### config.mk
export PLATFORM = sky130hd
export DESIGN_NAME = e2g_mul
export DESIGN_NICKNAME = d
export VERILOG_FILES = /design/src/hdl/e2g_pkg.sv /design/src/hdl/e2g_mul.sv
export SDC_FILE = /design/constraint.sdc
export NUM_CORES = 2
export LEC_CHECK = 0
export ABC_AREA = 0
export BUFFER_PORTS_ARGS = -buffer_cell sky130_fd_sc_hd__buf_2
export CAP_MARGIN = 10
export CORE_MARGIN = 2
export CORE_UTILIZATION = 57
export DETAILED_ROUTE_END_ITERATION = 7
export MAX_ROUTING_LAYER = met4
export PLACE_DENSITY_LB_ADDON = 0.12
export SKIP_LAST_GASP = 1
export SYNTH_ARGS = -nofsm -noshare
export SYNTH_HDL_FRONTEND = slang
export SYNTH_SLANG_ARGS = --single-unit
### constraint.sdc
create_clock -name clk -period 9 [get_ports clk]
set_input_delay 1.35 -clock clk [delete_from_list [all_inputs] [get_ports clk]]
set_output_delay 1.35 -clock clk [all_outputs]
set_load 0.02 [all_outputs]
### src/hdl/e2g_pkg.sv
// ----------------------------------------------------------------------------
// e2g_pkg: shared definitions for the ECEF to geodetic converter
// Field widths, WGS84 constants in fixed point, the request bundle of the
// square root / divider unit and the CORDIC arctangent table generator.
// ----------------------------------------------------------------------------
package e2g_pkg;

  localparam int XYZ_W      = 36;
  localparam int ANG_OUT_W  = 32;
  localparam int TOL_W      = 10;
  localparam int LIM_W      = 7;
  localparam int CFG_ADDR_W = 1;
  localparam int CFG_DATA_W = 10;
  localparam int S_DATA_W   = 112;
  localparam int M_DATA_W   = 104;
  localparam int M_USER_W   = 2;
  localparam int SQ_W       = 106;

  localparam int ANGLE_BITS_DEF    = 32;
  localparam int CORDIC_STAGES_DEF = 32;

  localparam logic [CFG_ADDR_W-1:0] REG_TOL   = 1'd0;
  localparam logic [CFG_ADDR_W-1:0] REG_LIMIT = 1'd1;

  localparam logic [TOL_W-1:0] TOL_RESET   = 10'd1;
  localparam logic [LIM_W-1:0] LIMIT_RESET = 7'd8;

  // Q60 constants and the equatorial radius in Q16 millimetres.
  localparam logic [63:0] ECC2_Q60 = 64'd7718094650642178;
  localparam logic [63:0] ONE_Q60  = 64'd1 << 60;
  localparam logic [63:0] PI_Q60   = 64'h3243F6A8885A308D;
  localparam logic [63:0] A_Q16    = 64'd6378137000 << 16;
  localparam logic signed [XYZ_W-1:0] INVALID_HEIGHT = -36'sd6378137000;

  typedef struct packed {
    logic start;
    logic is_div;
  } sd_req_t;

  // atan(2^-idx)/(2*pi) scaled to abits bits, from a truncated Taylor series in
  // Q60 and a long division by pi. Evaluated at elaboration only.
  function automatic logic [63:0] e2g_atan_entry(input int idx, input int abits);
    logic [63:0] acc;
    logic [63:0] num;
    logic [63:0] den;
    logic [63:0] term;
    logic [63:0] rr;
    logic [63:0] r;
    logic [63:0] q;
    int k;
    int e;
    int b;
    if (idx == 0) begin
      return 64'd1 << (abits - 3);
    end
    acc = '0;
    k = 0;
    e = idx;
    while (e <= 60) begin
      num  = 64'd1 << (60 - e);
      den  = 64'(2 * k + 1);
      term = '0;
      rr   = '0;
      for (b = 63; b >= 0; b--) begin
        rr   = {rr[62:0], num[b]};
        term = {term[62:0], 1'b0};
        if (rr >= den) begin
          rr   = rr - den;
          term = term | 64'd1;
        end
      end
      if ((k % 2) == 1) acc = acc - term;
      else acc = acc + term;
      k = k + 1;
      e = idx * (2 * k + 1);
    end
    r = acc;
    q = '0;
    for (b = 0; b < abits; b++) begin
      r = {r[62:0], 1'b0};
      q = {q[62:0], 1'b0};
      if (r >= PI_Q60) begin
        r = r - PI_Q60;
        q = q | 64'd1;
      end
    end
    return (q + 64'd1) >> 1;
  endfunction

  function automatic logic [63:0] e2g_abs64(input logic signed [63:0] v);
    return v[63] ? 64'(-v) : 64'(v);
  endfunction

endpackage

### src/hdl/e2g_mul.sv
// ----------------------------------------------------------------------------
// e2g_mul: iterative 64 x 64 unsigned multiplier
// Four 32 x 32 partial products, one per cycle, registered and then summed
// into a 128-bit accumulator. Result valid with the done pulse.
// ----------------------------------------------------------------------------
module e2g_mul (
  input  logic         clk,
  input  logic         rst,
  input  logic         start,
  input  logic [63:0]  a,
  input  logic [63:0]  b,
  output logic         done,
  output logic [127:0] p
);
  import e2g_pkg::*;

  logic [63:0]  ar;
  logic [63:0]  br;
  logic [2:0]   cnt;
  logic         active;
  logic [63:0]  pp;
  logic [1:0]   pp_sh;
  logic [127:0] acc;
  logic [31:0]  a_h;
  logic [31:0]  b_h;
  logic [127:0] term;

  assign a_h  = cnt[1] ? ar[63:32] : ar[31:0];
  assign b_h  = cnt[0] ? br[63:32] : br[31:0];
  assign term = {64'd0, pp} << {pp_sh, 5'd0};
  assign p    = acc;

  always_ff @(posedge clk) begin
    if (rst) begin
      active <= 1'b0;
      done   <= 1'b0;
    end else begin
      done <= 1'b0;
      if (start) begin
        active <= 1'b1;
      end else if (active && cnt == 3'd4) begin
        active <= 1'b0;
        done   <= 1'b1;
      end
    end
  end

  always_ff @(posedge clk) begin
    if (start) begin
      ar  <= a;
      br  <= b;
      cnt <= '0;
      acc <= '0;
    end else if (active) begin
      cnt   <= cnt + 3'd1;
      pp    <= a_h * b_h;
      pp_sh <= {1'b0, cnt[1]} + {1'b0, cnt[0]};
      if (cnt != 3'd0) begin
        acc <= acc + term;
      end
    end
  end

endmodule

==> results.md <==
- Number of synthesized register bits: 327
- Cell count of the worst hold path: 2
- Final worst clock skew: 0.0212 ns
- Clock tree from TritonCTS: built
- Total via count in the routed design: 44,500
- Synthesized instance count: 6,000
- Wire length of the first global-routing pass: 282,000 µm
- Top post-synthesis cells by count: sky130_fd_sc_hd__inv_1, sky130_fd_sc_hd__fa_1, sky130_fd_sc_hd__nand2_1, sky130_fd_sc_hd__nor2_1, sky130_fd_sc_hd__ha_1
- Crit Path Max Fanout: 10
- Internal reg-to-reg setup slack: 0.33 ns
- Mapped Avg Cell Area: 8.81 µm²
- Main synth FF type: sky130_fd_sc_hd__edfxtp_1
- Drt first-iter violations: 4,527
- Max-cap violations: 0
- # clock sinks: 327
- Nature of the critical path startpoint: flop
- Syn. warnings: 0
- Worst setup path category: reg -> reg
- X dimension of the die: 308 µm
- Core ar.: 91,800 µm²
- Share of post-route cells with drive strength above 1: 10.5%
- Number of flops mapped to enable cells by yosys: 194
- Final worst path period need: 8.67 ns
- Number of top-level design ports: 260
- Pins Over Slew Limit: 0
- Residual DRC count: 0
- Total GRT Usage: 41.8%
- Hold-fix buffer count after cts: 0
- Synthesized Nets: 7,420
- Reg clk slew, reported paths: 0.06 ns
- Most used cell, CP: sky130_fd_sc_hd__fa_1
- Pre-CTS setup slack: 0.232 ns
- Buffer depth of the longest clock path: 3
- Slew of the pin with the lowest slew margin: 1.15 ns
- Filler instances: 8,012
- Fraction of post-synthesis cell area in the top cell type by area: 34.0%
- Share of the yosys chip area belonging to registers: 16.1%
- Finish-stage setup viols: 0
- Delay of the slowest cell on the worst path: 0.65 ns
- Rows: 111
- Top cell type by total area after synthesis: sky130_fd_sc_hd__fa_1
- Average detailed-routed wire length per instance: 25.5 µm
- Startpoint of the worst setup timing path: cnt[1]$_SDFFE_PP0P_
- Aggregate global routing overflow: 0
- Insertion delay to the later sink of the worst-skew pair: 0.65 ns
- Placed Instance Area: 56,400 µm²
- TritonCTS buffer count: 41
- CTS H-Tree Depth: 2
- Leading cell types by total area after synthesis: sky130_fd_sc_hd__fa_1, sky130_fd_sc_hd__edfxtp_1, sky130_fd_sc_hd__ha_1, sky130_fd_sc_hd__inv_1, sky130_fd_sc_hd__nand2_1
- Initial core utilization: 57.5%
- Half-perimeter wire length after placement: 157,000 µm
- Antenna violations before repair: 5
- Detailed-routing iteration count for the pre-antenna-repair pass: 6
- Netlist area before placement: 52,800 µm²
- Source of the worst register-to-register timing path: cnt[1]$_SDFFE_PP0P_
- Worst max-slew margin expressed relative to the limit: 21.3%
- Wire length reported by the detailed router: 190,000 µm
- Remaining antenna violation count: 0
- Launch point of the worst hold path: p[114]$_SDFFE_PP0P_
- Total of buffers placed on input and output ports: 259
- Capturing point of the worst reg2reg path: pp[63]$_DFFE_PP_
- Worst slack on hold paths: 0.468 ns
- Distinct cells, synth: 82
- Layout Area Growth over Synthesis: 9.62%
- Timing-limited maximum frequency: 115 MHz
- Final clock period utilization by the worst path: 96.3%
- Number of global-route vias before repair: 45,400
- Setup TNS after final layout: 0 ns
- Die area: 95,100 µm²
- Vias per cell: 5.96
- Kind of end point of the critical path: flop
- Post-synth ARST share: 0%
- Post-route worst setup slack: 0.335 ns
- Hold path endpoint: p[114]$_SDFFE_PP0P_
- Count leader, synth: sky130_fd_sc_hd__inv_1
- Final Instance Area: 57,900 µm²
- Fin. Hold Viols: 0
- Slowest library cell on the worst path: sky130_fd_sc_hd__mux2i_2
- Die Y-Extent: 308 µm
- Clock root buffer master: sky130_fd_sc_hd__clkbuf_16
- Result of the run: finished clean
- Number of cells traversed by the worst register-to-register path: 28
- Number of nets in the finished design: 7,603
- Class of the tightest hold or removal check: reg -> reg
- Pin count of the biggest net entering global routing: 81
- Routability congestion estimate: 1.09
- Data arrival time of the critical path: 9.05 ns
- Required time at the worst-slack endpoint: 9.38 ns
layer usage:
layer  track usage, %  wire length, µm  vias up
li1                 -                -    19500
met2             62.9            82900     2660
met5                -                0        -
met1             50.8            71100    21700
met4             25.5            14900        0
met3             10.5            21100      624
layout make-up:
type	instances	area [µm²]	share of cell area [%]
Timing Repair Buffer	440	3010	5.20
Multi-Input combinational cell	4433	39900	68.9
Inverter	940	3530	6.09
Sequential cell	327	8500	14.7
Clock inverter	27	322	0.555
Clock buffer	47	1080	1.86
Antenna cell	3	7.51	0.0130
Tap cell	1243	1560	2.69
through the flow:
stage / utilization [%] / std cells
floorplan: - / 6000
global placement: 61.4 / 7374
detailed placement: 61.4 / 7374
CTS: 63.0 / 7448
global route: 63.1 / 7460
finish: 63.1 / 7460
how the worst max path moves through the flow:
stage,end,slack [ns],cells past startpoint
after detailed placement,pp[58]$_DFFE_PP_,0.23,31
final,pp[63]$_DFFE_PP_,0.33,28
after global placement,pp[58]$_DFFE_PP_,0.29,31
after global routing,pp[58]$_DFFE_PP_,-0.005,31
after CTS,pp[58]$_DFFE_PP_,0.22,31
after floorplan,pp[63]$_DFFE_PP_,0.06,30
logic make-up after synthesis:
| logic type | count (synthesis) | share of synthesized area [%] |
|---|---|---|
| AND/OR/NAND/NOR | 1891 | 14.8 |
| adder cells (fa/ha/maj) | 1289 | 43.3 |
| XOR/XNOR | 183 | 3.03 |
| buffers and inverters | 1240 | 8.82 |
| flip-flops | 327 | 16.1 |
| multiplexers | 162 | 3.22 |
| AO/OA/AOI/OAI | 908 | 10.8 |
critical path: cells and delay by family, from the launching register on:
kind	cells	cell delay (ns)
compound gates	10	2.00
xor+xnor	1	0.07
fa+ha+maj	9	4.23
buf+inv	5	0.72
flops	1	0.42
mux	1	0.65
simple gates	2	0.30
registers in the layout, indices dropped and copies added (netlist names):
register / count
br: 64
p: 128
ar: 64
pp_sh: 2
pp: 64
active: 1
cnt: 3
done: 1
cell usage in the layout (no fill, tap or decap), drive strengths merged, types with 28 or more instances in the layout:
cell type    n
inv        947
fa         897
nand2      826
nor2       758
buf        439
ha         392
a21oi      351
o21ai      210
edfxtp     194
dfxtp      133
xnor2      114
mux2i       98
a21o        88
nand4       80
xor2        69
mux2        64
o21bai      61
clkbuf      48
nor2b       47
and2        39
nand3       37
a22o        35
o21a        28
what timing repair did:
action,in CTS,in global routing
resized for setup,0,7
setup buffers,0,9
endpoints found under the setup margin,0,7
Power is not shown: default switching activity piles up to over one toggle a cycle in this logic, so the estimate is an artifact.
