[config.mk]
export PLATFORM = sky130hd
export DESIGN_NAME = e2g_sqdiv
export DESIGN_NICKNAME = d
export VERILOG_FILES = /design/src/hdl/e2g_pkg.sv /design/src/hdl/e2g_sqdiv.sv
export SDC_FILE = /design/constraint.sdc
export NUM_CORES = 1
export LEC_CHECK = 0
export ABC_AREA = 1
export BUFFER_PORTS_ARGS = -buffer_cell sky130_fd_sc_hd__buf_4
export CELL_PAD_IN_SITES_DETAIL_PLACEMENT = 1
export CELL_PAD_IN_SITES_GLOBAL_PLACEMENT = 2
export CORE_MARGIN = 4
export CORE_UTILIZATION = 33
export CTS_CLUSTER_SIZE = 10
export DETAILED_ROUTE_END_ITERATION = 10
export GPL_TIMING_DRIVEN = 0
export PLACE_DENSITY_LB_ADDON = 0.05
export SLEW_MARGIN = 20
export SYNTH_ARGS = -nofsm -noshare
export SYNTH_HDL_FRONTEND = slang
export SYNTH_SLANG_ARGS = --single-unit
[constraint.sdc]
create_clock -name clk -period 8.69 [get_ports clk]
set_input_delay 0 -clock clk [delete_from_list [all_inputs] [get_ports clk]]
set_output_delay 0 -clock clk [all_outputs]
set_load 0.02 [all_outputs]
[src/hdl/e2g_pkg.sv]
// ----------------------------------------------------------------------------
// e2g_pkg: shared definitions for the ECEF to geodetic converter
// Field widths, WGS84 constants in fixed point, the request bundle of the
// square root / divider unit and the CORDIC arctangent table generator.
// ----------------------------------------------------------------------------
package e2g_pkg;

  localparam int XYZ_W      = 36;
  localparam int ANG_OUT_W  = 32;
  localparam int TOL_W      = 10;
  localparam int LIM_W      = 7;
  localparam int CFG_ADDR_W = 1;
  localparam int CFG_DATA_W = 10;
  localparam int S_DATA_W   = 112;
  localparam int M_DATA_W   = 104;
  localparam int M_USER_W   = 2;
  localparam int SQ_W       = 106;

  localparam int ANGLE_BITS_DEF    = 32;
  localparam int CORDIC_STAGES_DEF = 32;

  localparam logic [CFG_ADDR_W-1:0] REG_TOL   = 1'd0;
  localparam logic [CFG_ADDR_W-1:0] REG_LIMIT = 1'd1;

  localparam logic [TOL_W-1:0] TOL_RESET   = 10'd1;
  localparam logic [LIM_W-1:0] LIMIT_RESET = 7'd8;

  // Q60 constants and the equatorial radius in Q16 millimetres.
  localparam logic [63:0] ECC2_Q60 = 64'd7718094650642178;
  localparam logic [63:0] ONE_Q60  = 64'd1 << 60;
  localparam logic [63:0] PI_Q60   = 64'h3243F6A8885A308D;
  localparam logic [63:0] A_Q16    = 64'd6378137000 << 16;
  localparam logic signed [XYZ_W-1:0] INVALID_HEIGHT = -36'sd6378137000;

  typedef struct packed {
    logic start;
    logic is_div;
  } sd_req_t;

  // atan(2^-idx)/(2*pi) scaled to abits bits, from a truncated Taylor series in
  // Q60 and a long division by pi. Evaluated at elaboration only.
  function automatic logic [63:0] e2g_atan_entry(input int idx, input int abits);
    logic [63:0] acc;
    logic [63:0] num;
    logic [63:0] den;
    logic [63:0] term;
    logic [63:0] rr;
    logic [63:0] r;
    logic [63:0] q;
    int k;
    int e;
    int b;
    if (idx == 0) begin
      return 64'd1 << (abits - 3);
    end
    acc = '0;
    k = 0;
    e = idx;
    while (e <= 60) begin
      num  = 64'd1 << (60 - e);
      den  = 64'(2 * k + 1);
      term = '0;
      rr   = '0;
      for (b = 63; b >= 0; b--) begin
        rr   = {rr[62:0], num[b]};
        term = {term[62:0], 1'b0};
        if (rr >= den) begin
          rr   = rr - den;
          term = term | 64'd1;
        end
      end
      if ((k % 2) == 1) acc = acc - term;
      else acc = acc + term;
      k = k + 1;
      e = idx * (2 * k + 1);
    end
    r = acc;
    q = '0;
    for (b = 0; b < abits; b++) begin
      r = {r[62:0], 1'b0};
      q = {q[62:0], 1'b0};
      if (r >= PI_Q60) begin
        r = r - PI_Q60;
        q = q | 64'd1;
      end
    end
    return (q + 64'd1) >> 1;
  endfunction

  function automatic logic [63:0] e2g_abs64(input logic signed [63:0] v);
    return v[63] ? 64'(-v) : 64'(v);
  endfunction

endpackage

[src/hdl/e2g_sqdiv.sv]
// ----------------------------------------------------------------------------
// e2g_sqdiv: shift-subtract square root and fractional divider
// One compare/subtract per cycle. Square root: 64 steps over a 128-bit
// radicand. Division: an integer step (numerator below twice the divisor)
// and then 60 fraction bits; a zero divisor returns zero.
// ----------------------------------------------------------------------------
module e2g_sqdiv (
  input  logic                   clk,
  input  logic                   rst,
  input  e2g_pkg::sd_req_t       req,
  input  logic [127:0]           rad,
  input  logic [63:0]            den,
  output logic                   done,
  output logic [63:0]            result
);
  import e2g_pkg::*;

  localparam int LW = 68;

  logic [65:0]   rem;
  logic [63:0]   quo;
  logic [127:0]  radsh;
  logic [63:0]   dreg;
  logic [6:0]    cnt;
  logic          active;
  logic          is_div;
  logic          first;
  logic          zden;
  logic [LW-1:0] lhs;
  logic [LW-1:0] rhs;
  logic [LW:0]   diff;
  logic          ge;
  logic [6:0]    last;

  always_comb begin
    if (is_div) begin
      lhs = first ? LW'(rem) : LW'({rem, 1'b0});
      rhs = LW'(dreg);
    end else begin
      lhs = {rem, radsh[127:126]};
      rhs = LW'({quo, 2'b01});
    end
  end

  assign diff   = {1'b0, lhs} - {1'b0, rhs};
  assign ge     = ~diff[LW];
  assign last   = is_div ? 7'd60 : 7'd63;
  assign result = (is_div && zden) ? 64'd0 : quo;

  always_ff @(posedge clk) begin
    if (rst) begin
      active <= 1'b0;
      done   <= 1'b0;
    end else begin
      done <= 1'b0;
      if (req.start) begin
        active <= 1'b1;
      end else if (active && cnt == last) begin
        active <= 1'b0;
        done   <= 1'b1;
      end
    end
  end

  always_ff @(posedge clk) begin
    if (req.start) begin
      is_div <= req.is_div;
      first  <= 1'b1;
      cnt    <= '0;
      quo    <= '0;
      rem    <= req.is_div ? 66'(rad[63:0]) : 66'd0;
      radsh  <= rad;
      dreg   <= den;
      zden   <= (den == 64'd0);
    end else if (active) begin
      rem   <= ge ? diff[65:0] : lhs[65:0];
      quo   <= {quo[62:0], ge};
      radsh <= radsh << 2;
      first <= 1'b0;
      cnt   <= cnt + 7'd1;
    end
  end

endmodule

==> flow_summary_export.csv <==
group,metric,value,unit
sta,hold_ws,0.103,ns
die,core,66100,sq um
drt,first_pass_iters,5,
worst_setup_path,rr_startpoint,"is_div",
drt,dr.first_iter.drc_count,1358,
power_and_ir_drop,cell_internal_pwr,4.01,mW
power_and_ir_drop,worst_ir_drop_vdd,0.131,mV
cells_and_area,fillerInstances,8313,
worst_setup_path,critical_path.reg2reg.endpoint,"rem[54]",
power_and_ir_drop,totalPowerFinal,7.24,mW
synth,postSynthNetCount,3454,
synth,yosys_warnings,0,
sta,final.min_clock_period,6.26,ns
sta,worst_clock_skew,0.0298,ns
die,rows,94,
global_route,grt_start_max_net_pins,68,
status,run_status,"finished clean",
cts,cts_max_level,2,
sta,finalCritPeriodShare,72.0,%
power_and_ir_drop,power_frac_comb,48.0,%
synth,yosys.area.top_type,"edfxtp_1",
cells_and_area,layout.cell_area.non_filler,28500,sq um
synth,synthCells,3190,
synth,synth.ff_latch_count,334,
cts,ctsResizeCount,0,
die,die_footprint,71300,sq um
cts,clockRootBuffer,"clkbuf_16",
cells_and_area,area.growth.synth_to_final,28.7,%
global_route,grt_overflow_total,0,
sta,max_slew_margin,22.4,%
cells_and_area,layout.area.seq,9290,sq um
cells_and_area,final_layout_size_suffix_gt1_share,10.1,%
synth,synth.yosys.seq_area_share,42.0,%
power_and_ir_drop,power_switching,3.22,mW
drt,number_of_routed_nets_with_antenna_violations,0,
synth,post_synth_num_cell_types,39,
cts,post_cts_hold_buffer_count,194,
placed_design,hpwlAfterDp,78500,um
placed_design,finalWeightedCongestion,0.953,
cts,sink_count,334,
worst_setup_path,crit_start,"is_div",
synth,synth.area.top_cells,"edfxtp_1 35%, nand2_1 20%, inv_1 8.8%",
placed_design,placedInstanceArea,25200,sq um
cts,clk_transition_reported_paths,0.06,ns
die,starting_density,33.5,%
global_route,first_global_vias,24000,
power_and_ir_drop,cellPowerDensity,254,nW/um^2
cts,clock_path_buffers,3,
sta,setup_viols_final,0,
synth,synth_area,22100,sq um
worst_setup_path,critical_path.startpoint_type,"register",
synth,synth_top_area_share,35.3,%
sta,slew_violations,0,
power_and_ir_drop,power.clock.fraction,23.2,%
min_path,hold_path.class,"in -> reg",
drt,postRouteWirelength,97800,um
worst_setup_path,ws_path_type,"reg -> reg",
worst_setup_path,timing.critical_path.arrival,6.59,ns
power_and_ir_drop,netSwitchingFraction,44.5,%
die,chipWidth,267,um
placed_design,port-buffer-count,260,
power_and_ir_drop,relative_contribution_of_sequential_cells_to_total_power,28.8,%
sta,hold_violations,0,
global_route,initial_antenna_violation_count,4,
die,chipHeight,267,um
cts,cts_tree,"done",
worst_setup_path,endpoint_kind,"register",
flow_run,cap_viol_max_count,0,
global_route,grt_use_total,27.0,%
worst_setup_path,cp-endpoint,"rem[54]",
global_route,grt_pass1_wl,145000,um
sta,grt_setup_unrepaired,"no",
worst_setup_path,worst-r2r-setup-slack,2.43,ns
power_and_ir_drop,leakage,13.7,nW
cells_and_area,multiInputGateArea,10300,sq um
drt,via_count,22700,
worst_setup_path,r2r.worst_path.cells,18,
sta,final.setup.tns,0,ns
synth,avgSynthCellArea,6.94,sq um
cells_and_area,layout.nets,3955,
worst_setup_path,crit_required,9.03,ns
cts,clk-insertion-delay-late,0.60,ns
sta,clock.fmax,160,MHz
cts,cts_setup_buffers,0,
drt,wl_per_cell,21.3,um
drt,vias_per_cell,4.94,
sta,worstMarginPinSlew,1.16,ns
cts,cts_made_buffers,42,
drt,detail_route.drc_violations,0,
worst_setup_path,worst_path_max_fanout,10,
die,ios,261,
==> power by group through the flow <==
stage	Sequential (mW)	Clock (mW)	Combinational [mW]
2_1_floorplan	2.09	0	2.08
3_3_place_gp	2.13	0	3.29
3_5_place_dp	2.11	0	3.35
4_1_cts	2.08	1.72	3.44
5_1_grt	2.11	1.79	3.84
6_report	2.09	1.68	3.47
==> worst min-delay path by stage <==
stage / startpoint / end / slack [ns] / depth (start not counted)
final: req[1] / dreg[3] / 0.10 / 1
after global routing: den[16] / dreg[16] / 0.13 / 2
after CTS: den[11] / dreg[11] / 0.11 / 2
after detailed placement: rst / active / 0.18 / 2
after global placement: rst / active / 0.17 / 2
after floorplan: rst / active / 0.07 / 1
==> metrics by stage <==
stage                     util (%)  instances  setup WS [ns]
after floorplan                  -       3190           1.92
after global placement        38.1       4314          -1.59
after detailed placement      38.2       4317           2.43
after CTS                     43.1       4587           2.42
after global routing          43.1       4588           2.26
final                         43.1       4589           2.43
==> metal layers <==
metal | vias up | part of all wire (%) | track usage (%)
met3 | 135 | 4.7 | 4.05
met2 | 515 | 45 | 44.1
met5 | - | 0.017 | 0
li1 | 11200 | - | -
met4 | 2 | 4.1 | 9.74
met1 | 10800 | 46 | 36.7
==> synth_stat cells <==
| cell | count |
|---|---|
| nor2_4 | 1 |
| nand4_1 | 20 |
| nand3_2 | 11 |
| or2_2 | 2 |
| nor4_1 | 20 |
| inv_1 | 518 |
| a21oi_1 | 120 |
| dfxtp_1 | 74 |
| inv_2 | 7 |
| buf_2 | 12 |
| o21ai_1 | 27 |
| clkinv_1 | 1 |
| ha_1 | 67 |
| nand2_1 | 1175 |
| nor2_1 | 192 |
| buf_8 | 1 |
| buf_1 | 7 |
| o22ai_2 | 1 |
| and2_0 | 1 |
| a21o_1 | 1 |
| fa_1 | 1 |
| nand3_1 | 179 |
| a21boi_0 | 1 |
| xnor2_1 | 31 |
| and2_1 | 1 |
| edfxtp_1 | 260 |
| a21oi_2 | 1 |
| nor2_2 | 7 |
| o21bai_1 | 8 |
| buf_6 | 8 |
| nand2_2 | 3 |
| buf_4 | 3 |
| o31ai_1 | 1 |
| o22ai_1 | 63 |
| nor3_1 | 14 |
| a31oi_1 | 2 |
| clkbuf_1 | 100 |
| o21ai_0 | 211 |
| nand3b_1 | 38 |
==> state kept, by name, indices dropped and copies added, names as in the netlist <==
signal and flops:
cnt 7, rem 66, quo 64, is_div 1
done 1, radsh 128, first 1, active 1
zden 1, dreg 64
==> layout by cell type, fill, tap and decap left out, drive strengths merged, types with 8 or more instances in the layout <==
cell type and count:
o22ai 64, xnor2 31, nand2 1178, ha 67
inv 527, o21ai 238, buf 294, clkbuf 167
dlygate4sd3 194, dfxtp 74, nand4 20, o21bai 8
nor4 20, nor2 200, edfxtp 260, nor3 14
a21oi 121, nand3b 38, nand3 190
==> cell families after synthesis <==
kind of cell / count (synthesis) / share of synthesized area (%)
AOI/OAI and AO/OA: 436 / 10.4
xor gates and xnor gates: 31 / 1.23
adders and majority gates: 68 / 3.88
buffers and inverters: 657 / 11.6
DFF: 334 / 42.0
and+or+nand+nor: 1664 / 30.9
==> critical path: stages, from the launching register on <==
cell and delay, ns:
edfxtp_1 0.60, inv_2 0.28, clkbuf_1 0.57, clkbuf_1 0.84, clkbuf_1 0.72, o21ai_0 0.35, ha_1 0.44, nand2_1 0.12
nor2_1 0.20, nand4_1 0.15, nand3_2 0.18, nand2_1 0.09, nand2_1 0.12, nand2_2 0.11, nand2_2 0.17, buf_2 0.39
nand3_1 0.35, nand2_1 0.20, nand2_1 0.06
==> layout make-up <==
cell class              count  area share, %
clock buffers              67           4.23
repair buffers            457           14.0
clock inverters             9          0.299
flip-flops and latches    334           32.6
diodes                      2         0.0176
inverters                 526           6.93
plain buffers             131           2.09
well taps                 864           3.80
multi-input cells        2199           36.1
Note: power is estimated with default switching activity, not from simulation.
